[config.mk]
export PLATFORM = sky130hd
export DESIGN_NAME = pid_position_drive_step
export DESIGN_NICKNAME = d
export VERILOG_FILES = /design/src/hw/rtl/pdps_pkg.sv /design/src/hw/rtl/pdps_err_integ.sv /design/src/hw/rtl/pdps_gain_mul.sv /design/src/hw/rtl/pdps_power_clamp.sv /design/src/hw/rtl/pid_position_drive_step.sv
export SDC_FILE = /design/constraint.sdc
export NUM_CORES = 2
export LEC_CHECK = 0
export ABC_AREA = 1
export BUFFER_PORTS_ARGS = -buffer_cell sky130_fd_sc_hd__buf_4
export CAP_MARGIN = 20
export CORE_MARGIN = 2
export CORE_UTILIZATION = 50
export DETAILED_ROUTE_END_ITERATION = 12
export GPL_TIMING_DRIVEN = 0
export PLACE_DENSITY = 0.67
export SYNTH_ARGS = -nofsm -noshare
export SYNTH_HDL_FRONTEND = slang
export SYNTH_HIERARCHICAL = 1
export SYNTH_SLANG_ARGS = --single-unit
[constraint.sdc]
create_clock -name i_clk -period 6.4 [get_ports i_clk]
set_clock_uncertainty 0.05 [all_clocks]
set_input_delay 0.64 -clock i_clk [delete_from_list [all_inputs] [get_ports i_clk]]
set_output_delay 0.64 -clock i_clk [all_outputs]
set_load 0.02 [all_outputs]
[src/hw/rtl/pdps_pkg.sv]
// Shared types and constants for the PID position drive step block.
// Depends on nothing; every module of the block imports it.
`timescale 1ns / 1ps

package pdps_pkg;

    localparam int GAIN_W    = 16;
    localparam int LIMIT_W   = 7;
    localparam int THRESH_W  = 16;
    localparam int POWER_W   = 8;
    localparam int CFG_IDX_W = 3;

    // Configuration register indexes.
    localparam logic [CFG_IDX_W-1:0] REG_TARGET      = 3'd0;
    localparam logic [CFG_IDX_W-1:0] REG_MAX_POWER   = 3'd1;
    localparam logic [CFG_IDX_W-1:0] REG_MIN_POWER   = 3'd2;
    localparam logic [CFG_IDX_W-1:0] REG_INT_THRESH  = 3'd3;
    localparam logic [CFG_IDX_W-1:0] REG_PROP_GAIN   = 3'd4;
    localparam logic [CFG_IDX_W-1:0] REG_INTEG_GAIN  = 3'd5;
    localparam logic [CFG_IDX_W-1:0] REG_DERIV_GAIN  = 3'd6;

    // Register values after reset.
    localparam logic [LIMIT_W-1:0]  MAX_POWER_RST  = 7'd121;
    localparam logic [LIMIT_W-1:0]  MIN_POWER_RST  = 7'd40;
    localparam logic [THRESH_W-1:0] INT_THRESH_RST = 16'd50;
    localparam logic [GAIN_W-1:0]   PROP_GAIN_RST  = 16'd192;
    localparam logic [GAIN_W-1:0]   INTEG_GAIN_RST = 16'd0;
    localparam logic [GAIN_W-1:0]   DERIV_GAIN_RST = 16'd0;

    typedef struct packed {
        logic [GAIN_W-1:0] prop;
        logic [GAIN_W-1:0] integ;
        logic [GAIN_W-1:0] deriv;
    } t_gain_cfg;

    typedef struct packed {
        logic [LIMIT_W-1:0] mag_hi;
        logic [LIMIT_W-1:0] mag_lo;
    } t_limit_cfg;

endpackage

[src/hw/rtl/pdps_err_integ.sv]
// Error, integral and derivative stage; holds the controller state.
// Depends on pdps_pkg for the threshold width.
`timescale 1ns / 1ps

module pdps_err_integ #(
    parameter int POS_W = 16,
    parameter int INT_W = 24
) (
    input  logic                                i_clk,
    input  logic                                i_rst_n,
    input  logic                                i_step,
    input  logic signed [POS_W-1:0]             i_position,
    input  logic                                i_restart,
    input  logic signed [POS_W-1:0]             i_target,
    input  logic [pdps_pkg::THRESH_W-1:0]       i_threshold,
    output logic signed [POS_W:0]               o_err,
    output logic signed [INT_W-1:0]             o_integral,
    output logic signed [POS_W+1:0]             o_deriv,
    output logic                                o_zero
);
    import pdps_pkg::*;

    localparam int ERR_W = POS_W + 1;
    localparam int DER_W = POS_W + 2;
    localparam int CMP_W = (ERR_W > THRESH_W + 1) ? ERR_W : THRESH_W + 1;
    localparam int ACC_W = ((INT_W > ERR_W) ? INT_W : ERR_W) + 1;

    localparam logic signed [ACC_W-1:0] ILIM_HI =
        ACC_W'($signed({1'b0, {(INT_W-1){1'b1}}}));
    localparam logic signed [ACC_W-1:0] ILIM_LO =
        ACC_W'($signed({1'b1, {(INT_W-1){1'b0}}}));

    // The stored error of the last step is the previous error.
    logic signed [ERR_W-1:0] r_err,      n_err;
    logic signed [INT_W-1:0] r_integral, n_integral;
    logic signed [DER_W-1:0] r_deriv,    n_deriv;
    logic                    r_zero,     n_zero;

    logic signed [ERR_W-1:0] prev_eff;
    logic signed [INT_W-1:0] integ_eff;
    logic signed [CMP_W-1:0] err_cmp;
    logic signed [CMP_W-1:0] thr_cmp;
    logic signed [ACC_W-1:0] acc;

    always_comb begin
        prev_eff  = i_restart ? '0 : r_err;
        integ_eff = i_restart ? '0 : r_integral;
        n_err     = ERR_W'(i_target) - ERR_W'(i_position);
        n_zero    = (n_err == '0);
        err_cmp   = CMP_W'(n_err);
        thr_cmp   = $signed(CMP_W'(i_threshold));
        acc       = ACC_W'(integ_eff) + ACC_W'(n_err);
        if (err_cmp > thr_cmp) begin
            n_integral = '0;
        end else if (acc > ILIM_HI) begin
            n_integral = INT_W'(ILIM_HI);
        end else if (acc < ILIM_LO) begin
            n_integral = INT_W'(ILIM_LO);
        end else begin
            n_integral = INT_W'(acc);
        end
        n_deriv = DER_W'(n_err) - DER_W'(prev_eff);
    end

    always_ff @(posedge i_clk) begin
        if (!i_rst_n) begin
            r_err      <= '0;
            r_integral <= '0;
        end else if (i_step) begin
            r_err      <= n_err;
            r_integral <= n_integral;
        end
    end

    always_ff @(posedge i_clk) begin
        if (i_step) begin
            r_deriv <= n_deriv;
            r_zero  <= n_zero;
        end
    end

    assign o_err      = r_err;
    assign o_integral = r_integral;
    assign o_deriv    = r_deriv;
    assign o_zero     = r_zero;

endmodule

[src/hw/rtl/pdps_gain_mul.sv]
// Gain multiply stage: three signed-by-unsigned products, registered.
// Depends on pdps_pkg for the gain struct.
`timescale 1ns / 1ps

module pdps_gain_mul #(
    parameter int POS_W = 16,
    parameter int INT_W = 24
) (
    input  logic                                         i_clk,
    input  logic                                         i_en,
    input  logic signed [POS_W:0]                        i_err,
    input  logic signed [INT_W-1:0]                      i_integral,
    input  logic signed [POS_W+1:0]                      i_deriv,
    input  logic                                         i_zero,
    input  pdps_pkg::t_gain_cfg                          i_gain,
    output logic signed [POS_W+pdps_pkg::GAIN_W+1:0]     o_p_term,
    output logic signed [INT_W+pdps_pkg::GAIN_W:0]       o_i_term,
    output logic signed [POS_W+pdps_pkg::GAIN_W+2:0]     o_d_term,
    output logic                                         o_zero
);
    import pdps_pkg::*;

    localparam int PE_W = POS_W + GAIN_W + 2;
    localparam int PI_W = INT_W + GAIN_W + 1;
    localparam int PD_W = POS_W + GAIN_W + 3;

    logic signed [PE_W-1:0] r_p_term, n_p_term;
    logic signed [PI_W-1:0] r_i_term, n_i_term;
    logic signed [PD_W-1:0] r_d_term, n_d_term;
    logic                   r_zero;

    always_comb begin
        n_p_term = PE_W'(i_err)      * PE_W'($signed({1'b0, i_gain.prop}));
        n_i_term = PI_W'(i_integral) * PI_W'($signed({1'b0, i_gain.integ}));
        n_d_term = PD_W'(i_deriv)    * PD_W'($signed({1'b0, i_gain.deriv}));
    end

    always_ff @(posedge i_clk) begin
        if (i_en) begin
            r_p_term <= n_p_term;
            r_i_term <= n_i_term;
            r_d_term <= n_d_term;
            r_zero   <= i_zero;
        end
    end

    assign o_p_term = r_p_term;
    assign o_i_term = r_i_term;
    assign o_d_term = r_d_term;
    assign o_zero   = r_zero;

endmodule

[src/hw/rtl/pdps_power_clamp.sv]
// Sum, fixed-point scaling toward zero and magnitude clamp of the drive power.
// Depends on pdps_pkg for the limit struct and the power width.
`timescale 1ns / 1ps

module pdps_power_clamp #(
    parameter int POS_W     = 16,
    parameter int INT_W     = 24,
    parameter int FRAC_BITS = 8
) (
    input  logic                                         i_clk,
    input  logic                                         i_en_sum,
    input  logic                                         i_en_out,
    input  logic signed [POS_W+pdps_pkg::GAIN_W+1:0]     i_p_term,
    input  logic signed [INT_W+pdps_pkg::GAIN_W:0]       i_i_term,
    input  logic signed [POS_W+pdps_pkg::GAIN_W+2:0]     i_d_term,
    input  logic                                         i_zero,
    input  pdps_pkg::t_limit_cfg                         i_limit,
    output logic signed [pdps_pkg::POWER_W-1:0]          o_drive_power,
    output logic                                         o_settled
);
    import pdps_pkg::*;

    localparam int PE_W  = POS_W + GAIN_W + 2;
    localparam int PI_W  = INT_W + GAIN_W + 1;
    localparam int PD_W  = POS_W + GAIN_W + 3;
    localparam int MAX_W = (PI_W > PD_W) ? PI_W : PD_W;
    localparam int SUM_W = MAX_W + 2;
    localparam logic [SUM_W-1:0] BIAS = (SUM_W'(1) << FRAC_BITS) - SUM_W'(1);

    logic signed [SUM_W-1:0]   r_sum, n_sum;
    logic                      r_zero;
    logic signed [POWER_W-1:0] r_power, n_power;
    logic                      r_settled;

    logic signed [SUM_W-1:0] biased;
    logic signed [SUM_W-1:0] power;
    logic signed [SUM_W-1:0] clamped;
    logic signed [SUM_W-1:0] maxp;
    logic signed [SUM_W-1:0] minp;

    always_comb begin
        n_sum = SUM_W'(i_p_term) + SUM_W'(i_i_term) + SUM_W'(i_d_term);
    end

    always_comb begin
        // Adding the fraction mask to a negative sum makes the shift round toward zero.
        biased = r_sum + (r_sum[SUM_W-1] ? $signed(BIAS) : $signed(SUM_W'(0)));
        power  = biased >>> FRAC_BITS;
        maxp   = $signed(SUM_W'(i_limit.mag_hi));
        minp   = $signed(SUM_W'(i_limit.mag_lo));
        clamped = power;
        if (power > 0) begin
            if (power > maxp) begin
                clamped = maxp;
            end else if (power < minp) begin
                clamped = minp;
            end
        end else if (power < 0) begin
            if (power < -maxp) begin
                clamped = -maxp;
            end else if (power > -minp) begin
                clamped = -minp;
            end
        end
        n_power = r_zero ? '0 : POWER_W'(clamped);
    end

    always_ff @(posedge i_clk) begin
        if (i_en_sum) begin
            r_sum  <= n_sum;
            r_zero <= i_zero;
        end
        if (i_en_out) begin
            r_power   <= n_power;
            r_settled <= r_zero;
        end
    end

    assign o_drive_power = r_power;
    assign o_settled     = r_settled;

endmodule

[src/hw/rtl/pid_position_drive_step.sv]
// Top level of the PID position drive step: configuration registers, input
// register, pipeline flow control and the three datapath stages.
// Depends on pdps_pkg, pdps_err_integ, pdps_gain_mul and pdps_power_clamp.
//
// Usage: one encoder sample (position, restart) enters on the input channel
// per transaction, and one result (drive power, settled) leaves on the output
// channel for each of them, in order. A transaction completes on a rising edge
// with valid high and stall low. The pipeline has five registers: input,
// error/integral, gain products, sum and output. A new sample can be accepted
// every cycle while the receiver does not stall. The integral and previous
// error live in the error/integral stage and are updated as each sample
// passes through it, so back-to-back samples see the state left by the one
// before. When the receiver stalls, the stages fill up one after another and
// the input stall rises once the input register is occupied and cannot move
// on; nothing is dropped. Configuration writes take effect on the next edge;
// the user must make them while no sample is in flight, as the block does
// not enforce this. Reset empties the pipeline, clears the integral and
// previous error and loads the register reset values.
`timescale 1ns / 1ps

module pid_position_drive_step #(
    parameter int POSITION_WIDTH = 16,
    parameter int GAIN_FRAC_BITS = 8,
    parameter int INTEGRAL_WIDTH = 24
) (
    input  logic                                 i_clk,
    input  logic                                 i_rst_n,
    input  logic                                 i_valid,
    output logic                                 o_stall,
    input  logic signed [POSITION_WIDTH-1:0]     i_position,
    input  logic                                 i_restart,
    output logic                                 o_valid,
    input  logic                                 i_stall,
    output logic signed [pdps_pkg::POWER_W-1:0]  o_drive_power,
    output logic                                 o_settled,
    input  logic                                 i_cfg_we,
    input  logic [pdps_pkg::CFG_IDX_W-1:0]       i_cfg_index,
    input  logic [((POSITION_WIDTH > 16) ? POSITION_WIDTH : 16)-1:0] i_cfg_data
);
    import pdps_pkg::*;

    localparam int PW   = POSITION_WIDTH;
    localparam int IW   = INTEGRAL_WIDTH;

    // Configuration registers.
    logic signed [PW-1:0]       r_target;
    logic [THRESH_W-1:0]        r_threshold;
    t_gain_cfg                  r_gain;
    t_limit_cfg                 r_limit;

    always_ff @(posedge i_clk) begin
        if (!i_rst_n) begin
            r_target          <= '0;
            r_limit.mag_hi    <= MAX_POWER_RST;
            r_limit.mag_lo    <= MIN_POWER_RST;
            r_threshold       <= INT_THRESH_RST;
            r_gain.prop       <= PROP_GAIN_RST;
            r_gain.integ      <= INTEG_GAIN_RST;
            r_gain.deriv      <= DERIV_GAIN_RST;
        end else if (i_cfg_we) begin
            unique case (i_cfg_index)
                REG_TARGET:     r_target          <= $signed(i_cfg_data[PW-1:0]);
                REG_MAX_POWER:  r_limit.mag_hi    <= i_cfg_data[LIMIT_W-1:0];
                REG_MIN_POWER:  r_limit.mag_lo    <= i_cfg_data[LIMIT_W-1:0];
                REG_INT_THRESH: r_threshold       <= i_cfg_data[THRESH_W-1:0];
                REG_PROP_GAIN:  r_gain.prop       <= i_cfg_data[GAIN_W-1:0];
                REG_INTEG_GAIN: r_gain.integ      <= i_cfg_data[GAIN_W-1:0];
                REG_DERIV_GAIN: r_gain.deriv      <= i_cfg_data[GAIN_W-1:0];
                default: ;
            endcase
        end
    end

    // Stage valid bits; stage 4 is the output register.
    logic r_v0, r_v1, r_v2, r_v3, r_v4;
    logic en0, en1, en2, en3, en4;

    // A stage may load when it is empty or when its contents move on.
    assign en4     = !r_v4 || !i_stall;
    assign en3     = !r_v3 || en4;
    assign en2     = !r_v2 || en3;
    assign en1     = !r_v1 || en2;
    assign en0     = !r_v0 || en1;
    assign o_stall = !en0;
    assign o_valid = r_v4;

    always_ff @(posedge i_clk) begin
        if (!i_rst_n) begin
            r_v0 <= 1'b0;
            r_v1 <= 1'b0;
            r_v2 <= 1'b0;
            r_v3 <= 1'b0;
            r_v4 <= 1'b0;
        end else begin
            if (en0) r_v0 <= i_valid;
            if (en1) r_v1 <= r_v0;
            if (en2) r_v2 <= r_v1;
            if (en3) r_v3 <= r_v2;
            if (en4) r_v4 <= r_v3;
        end
    end

    // Input register.
    logic signed [PW-1:0] r_position;
    logic                 r_restart;

    always_ff @(posedge i_clk) begin
        if (en0) begin
            r_position <= i_position;
            r_restart  <= i_restart;
        end
    end

    logic signed [PW:0]                s1_err;
    logic signed [IW-1:0]              s1_integral;
    logic signed [PW+1:0]              s1_deriv;
    logic                              s1_zero;
    logic signed [PW+GAIN_W+1:0]       s2_p_term;
    logic signed [IW+GAIN_W:0]         s2_i_term;
    logic signed [PW+GAIN_W+2:0]       s2_d_term;
    logic                              s2_zero;

    pdps_err_integ #(
        .POS_W (PW),
        .INT_W (IW)
    ) u_err_integ (
        .i_clk       (i_clk),
        .i_rst_n     (i_rst_n),
        .i_step      (en1 && r_v0),
        .i_position  (r_position),
        .i_restart   (r_restart),
        .i_target    (r_target),
        .i_threshold (r_threshold),
        .o_err       (s1_err),
        .o_integral  (s1_integral),
        .o_deriv     (s1_deriv),
        .o_zero      (s1_zero)
    );

    pdps_gain_mul #(
        .POS_W (PW),
        .INT_W (IW)
    ) u_gain_mul (
        .i_clk      (i_clk),
        .i_en       (en2),
        .i_err      (s1_err),
        .i_integral (s1_integral),
        .i_deriv    (s1_deriv),
        .i_zero     (s1_zero),
        .i_gain     (r_gain),
        .o_p_term   (s2_p_term),
        .o_i_term   (s2_i_term),
        .o_d_term   (s2_d_term),
        .o_zero     (s2_zero)
    );

    pdps_power_clamp #(
        .POS_W     (PW),
        .INT_W     (IW),
        .FRAC_BITS (GAIN_FRAC_BITS)
    ) u_power_clamp (
        .i_clk         (i_clk),
        .i_en_sum      (en3),
        .i_en_out      (en4),
        .i_p_term      (s2_p_term),
        .i_i_term      (s2_i_term),
        .i_d_term      (s2_d_term),
        .i_zero        (s2_zero),
        .i_limit       (r_limit),
        .o_drive_power (o_drive_power),
        .o_settled     (o_settled)
    );

    a_settled_zero_power: assert property (@(posedge i_clk) disable iff (!i_rst_n)
        o_valid && o_settled |-> o_drive_power == '0)
        else $error("settled result carries nonzero power");

    a_power_in_range: assert property (@(posedge i_clk) disable iff (!i_rst_n)
        o_valid |-> o_drive_power != {1'b1, {(POWER_W-1){1'b0}}})
        else $error("drive power magnitude out of range");

    a_stall_only_when_full: assert property (@(posedge i_clk) disable iff (!i_rst_n)
        o_stall |-> r_v0 && r_v1 && r_v2 && r_v3 && r_v4)
        else $error("input stalled with room in the pipeline");

    a_sum_reaches_output: assert property (@(posedge i_clk) disable iff (!i_rst_n)
        r_v3 && !i_stall |=> o_valid)
        else $error("finished sum did not reach the output register");

    a_reset_empties: assert property (@(posedge i_clk)
        !i_rst_n |=> !o_valid && !o_stall)
        else $error("pipeline not empty after reset");

endmodule

==> flow_summary_export.csv <==
group,metric,value,unit
outcome,status,"finished clean",
timing,worst_pin_slew,1.024,ns
timing,finalSetupTns,0,ns
worst_hold_path,hold_depth,1,
layout,regArea,8900,µm²
critical_path,startpoint_type,"flip-flop",
synthesis,yosysUniqueCellTypes,56,
global_routing,grt_use_total,0.2987,
route,vias,51447,
synthesis,synth_most_common_cell,"inv_1",
critical_path,cp_max_fo,10,
placed_design,hpwlAfterDp,154.5,mm
layout,multi_input_area,43700,µm²
clocking,cts_buffers,40,
layout,syn_to_final_growth,7.364,%
timing,fin_crit_sh,0.9687,
layout,design_area,66110,µm²
critical_path,r2r-end,"u_gain_mul/o_d_term[34]",
synthesis,ys.flop_type,"edfxtp_1",
floorplan,die_h,354.9,µm
power,p_leak,0.03811,µW
critical_path,r2r_slack,0.20,ns
global_routing,grt_pass1_vias,52986,
worst_hold_path,holdPathEnd,"r_position[11]",
critical_path,worstSetupPathType,"reg2reg",
synthesis,ys_ff_latch,340,
synthesis,synth-async-reset-ratio,0,
global_routing,grt_max_degree,64,
global_routing,gr-total-overflow,0,
synthesis,synth.top_cell.area_share,0.3232,
floorplan,num_rows,128,
power,power_switching,6238,µW
floorplan,initial_core_util,0.5046,
route,antenna_left,0,
synthesis,synthTopCellsByArea,"fa_1 (32%), inv_1 (13%), nand2_1 (13%), ha_1 (9.9%), edfxtp_1 (9.8%)",
power,p_int,6625,µW
timing,post-route-min-period,6.199,ns
clocking,clk_latency,0.60,ns
synthesis,synth_edf_count,200,
worst_hold_path,worstHoldStart,"i_position[11]",
timing,slew_headroom,0.3174,
timing,setup_slack,0.2006,ns
timing,finalHoldViolCount,0,
power,power_frac_clock,0.181,
synthesis,synthesis.nets,9702,
clocking,cts_tree,"done",
route,via_per_inst,5.192,
timing,setup_viol,0,
synthesis,synthCells,8181,
route,routedWlPerCell,18.63,µm
synthesis,ys_seq_area_frac,0.1431,
power,powerDensity,194.6,nW/µm²
synthesis,ys_warn_count,6,
layout,utilization,0.5417,
route,drc,0,
placed_design,place_ws,-1.131,ns
power,power_frac_comb,0.548,
layout,nNetsFinal,9772,
floorplan,die_x,354.9,µm
synthesis,synthTopCellsByCount,"inv_1 (2190), nand2_1 (2131), fa_1 (994)",
placed_design,place_area,64070,µm²
critical_path,required,6.62,ns
route,dr.pass1.iters,5,
synthesis,synth_top_cell_by_area,"fa_1",
timing,fmax,0.1613,GHz
synthesis,syn-mean-instance-area,7.526,µm²
critical_path,crit_path_end_kind,"flip-flop",
floorplan,coreArea,122000,µm²
job,drv_cap,0,
synthesis,syn-cell-area,61570,µm²
clocking,clk_path_buf_depth,3,
global_routing,antenna_found_initial,11,
placed_design,io_buffers,51,
critical_path,reg2reg_depth,21,
critical_path,critPathArrivalTime,6.42,ns
clocking,clock-sinks,340,
power,seq_power_share,0.271,
route,drtIter0Drc,4068,
clocking,clkSlewWorstSetupHoldPaths,0.06,ns
clocking,cts_max_level,2,
layout,drive_above_1_share,0.06581,
power,peakVddDrop,252.5,µV
floorplan,io_pins,52,
global_routing,grt_pass1_wl,291.6,mm
critical_path,rr_startpoint,"u_err_integ/o_deriv[2]",
clocking,cts_root_buffer,"clkbuf_16",
timing,slew_viol_final,0,
placed_design,gp_congestion,0.9784,
floorplan,dieArea,126000,µm²
power,netSwitchingFraction,0.4849,
route,wl,184.6,mm
worst_hold_path,hold_class,"in2reg",
layout,fillerInstances,11810,
## worst max path at each step
stage / startpoint / to / slack, ns / cells past startpoint
2_1_floorplan: u_err_integ/o_integral[23] / u_gain_mul/o_i_term[40] / 0.30 / 20
3_3_place_gp: r_gain[6] / u_gain_mul/o_d_term[34] / -1.08 / 20
3_5_place_dp: r_gain[6] / u_gain_mul/o_d_term[34] / -1.13 / 22
4_1_cts: u_err_integ/o_integral[22] / u_gain_mul/o_i_term[37] / 0.0009 / 20
5_1_grt: u_err_integ/o_deriv[17] / u_gain_mul/o_d_term[34] / -0.01 / 19
6_report: u_err_integ/o_deriv[2] / u_gain_mul/o_d_term[34] / 0.20 / 21
## critical path, cell delays in order (launching register included)
cell and delay (ns):
edfxtp_1 0.67, clkbuf_2 0.39, nand2_1 0.11, fa_1 0.38
fa_1 0.42, fa_1 0.54, inv_1 0.05, fa_1 0.50
fa_1 0.56, inv_1 0.07, fa_1 0.58, inv_1 0.06
ha_1 0.42, nand2_1 0.13, nor2_2 0.17, inv_1 0.09
nor3_2 0.15, nand2_1 0.09, nand2_2 0.12, a21oi_1 0.08
nand2_1 0.08, nand2_2 0.13
## power groups by stage
stage / registers [µW] / logic (µW) / clock network, µW
after global routing: 3530 / 7910 / 2440
after floorplan: 3220 / 4820 / 0
final: 3490 / 7050 / 2320
after detailed placement: 3450 / 6920 / 0
after global placement: 3450 / 6830 / 0
after CTS: 3490 / 6920 / 2360
## cell families after synthesis
group           count (synthesis)  share of synthesized area
compound gates                563                    0.05005
xor+xnor                      165                    0.02347
fa+ha+maj                    1480                     0.4219
buf+inv                      2462                     0.1510
flops                         340                     0.1431
simple gates                 3171                     0.2105
## metrics by stage
| step | instances | hold WS, ns | power (µW) |
|---|---|---|---|
| finish | 9909 | 0.1709 | 12860 |
| global route | 9908 | 0.1532 | 13890 |
| CTS | 9891 | 0.1433 | 12770 |
| detailed placement | 9860 | 0.3634 | 10370 |
| global placement | 9857 | 0.3604 | 10280 |
| floorplan | 8181 | 0.3503 | 8040 |
## placed cells by master, fill, tap and decap left out, types with 47 or more instances in the layout
cell,netlist,layout
o21ai_0,174,173
nand3_1,241,241
xor2_1,115,113
nand4_1,73,73
fa_1,994,980
clkbuf_4,0,47
buf_4,4,99
edfxtp_1,200,200
clkbuf_2,0,61
nand2_1,2131,2126
dfxtp_1,140,87
nor2_1,545,535
inv_1,2190,2185
xnor2_1,50,50
ha_1,486,472
a21oi_1,274,260
## layout make-up
| class | instances | share of cell area |
|---|---|---|
| inverter | 2209 | 0.1255 |
| antenna | 2 | 0.00007571 |
| clock inverter | 27 | 0.004069 |
| multi-input combinational | 5379 | 0.6610 |
| sequential | 340 | 0.1346 |
| timing repair buffer | 94 | 0.01143 |
| buffer | 187 | 0.01673 |
| clock buffer | 46 | 0.01578 |
| tap | 1625 | 0.03076 |
## routing by layer
metal | vias to the layer above | part of all wire | track usage
li1 | 24209 | - | -
met1 | 24903 | 0.42 | 0.3984
met2 | 1905 | 0.47 | 0.5003
met3 | 424 | 0.075 | 0.04144
met4 | 6 | 0.039 | 0.1020
met5 | - | 0.00018 | 0
## what timing repair did
item / 4_1_cts / 5_1_grt
hold buffers: 0 / 0
buffers inserted: 13 / 27
endpoints found under the setup margin: 65 / 58
pin swaps: 3 / 9
gates resized for setup: 167 / 247
## flip-flops by register name (all words and copies together) (netlist names)
| register | flops |
|---|---|
| u_gain_mul/o_i_term | 41 |
| u_err_integ/o_zero | 1 |
| u_gain_mul/o_d_term | 35 |
| r_restart | 1 |
| u_power_clamp/r_zero | 1 |
| o_valid | 1 |
| r_threshold | 16 |
| r_position | 16 |
| u_gain_mul/o_zero | 1 |
| r_target | 16 |
| u_gain_mul/o_p_term | 34 |
| u_power_clamp/r_sum | 43 |
| u_power_clamp/o_drive_power | 8 |
| r_gain | 48 |
| r_v3 | 1 |
| r_limit | 14 |
| u_power_clamp/o_settled | 1 |
| r_v0 | 1 |
| r_v1 | 1 |
| u_err_integ/o_deriv | 18 |
| r_v2 | 1 |
| u_err_integ/o_err | 17 |
| u_err_integ/o_integral | 24 |
Power figures use the tool's default switching activity.
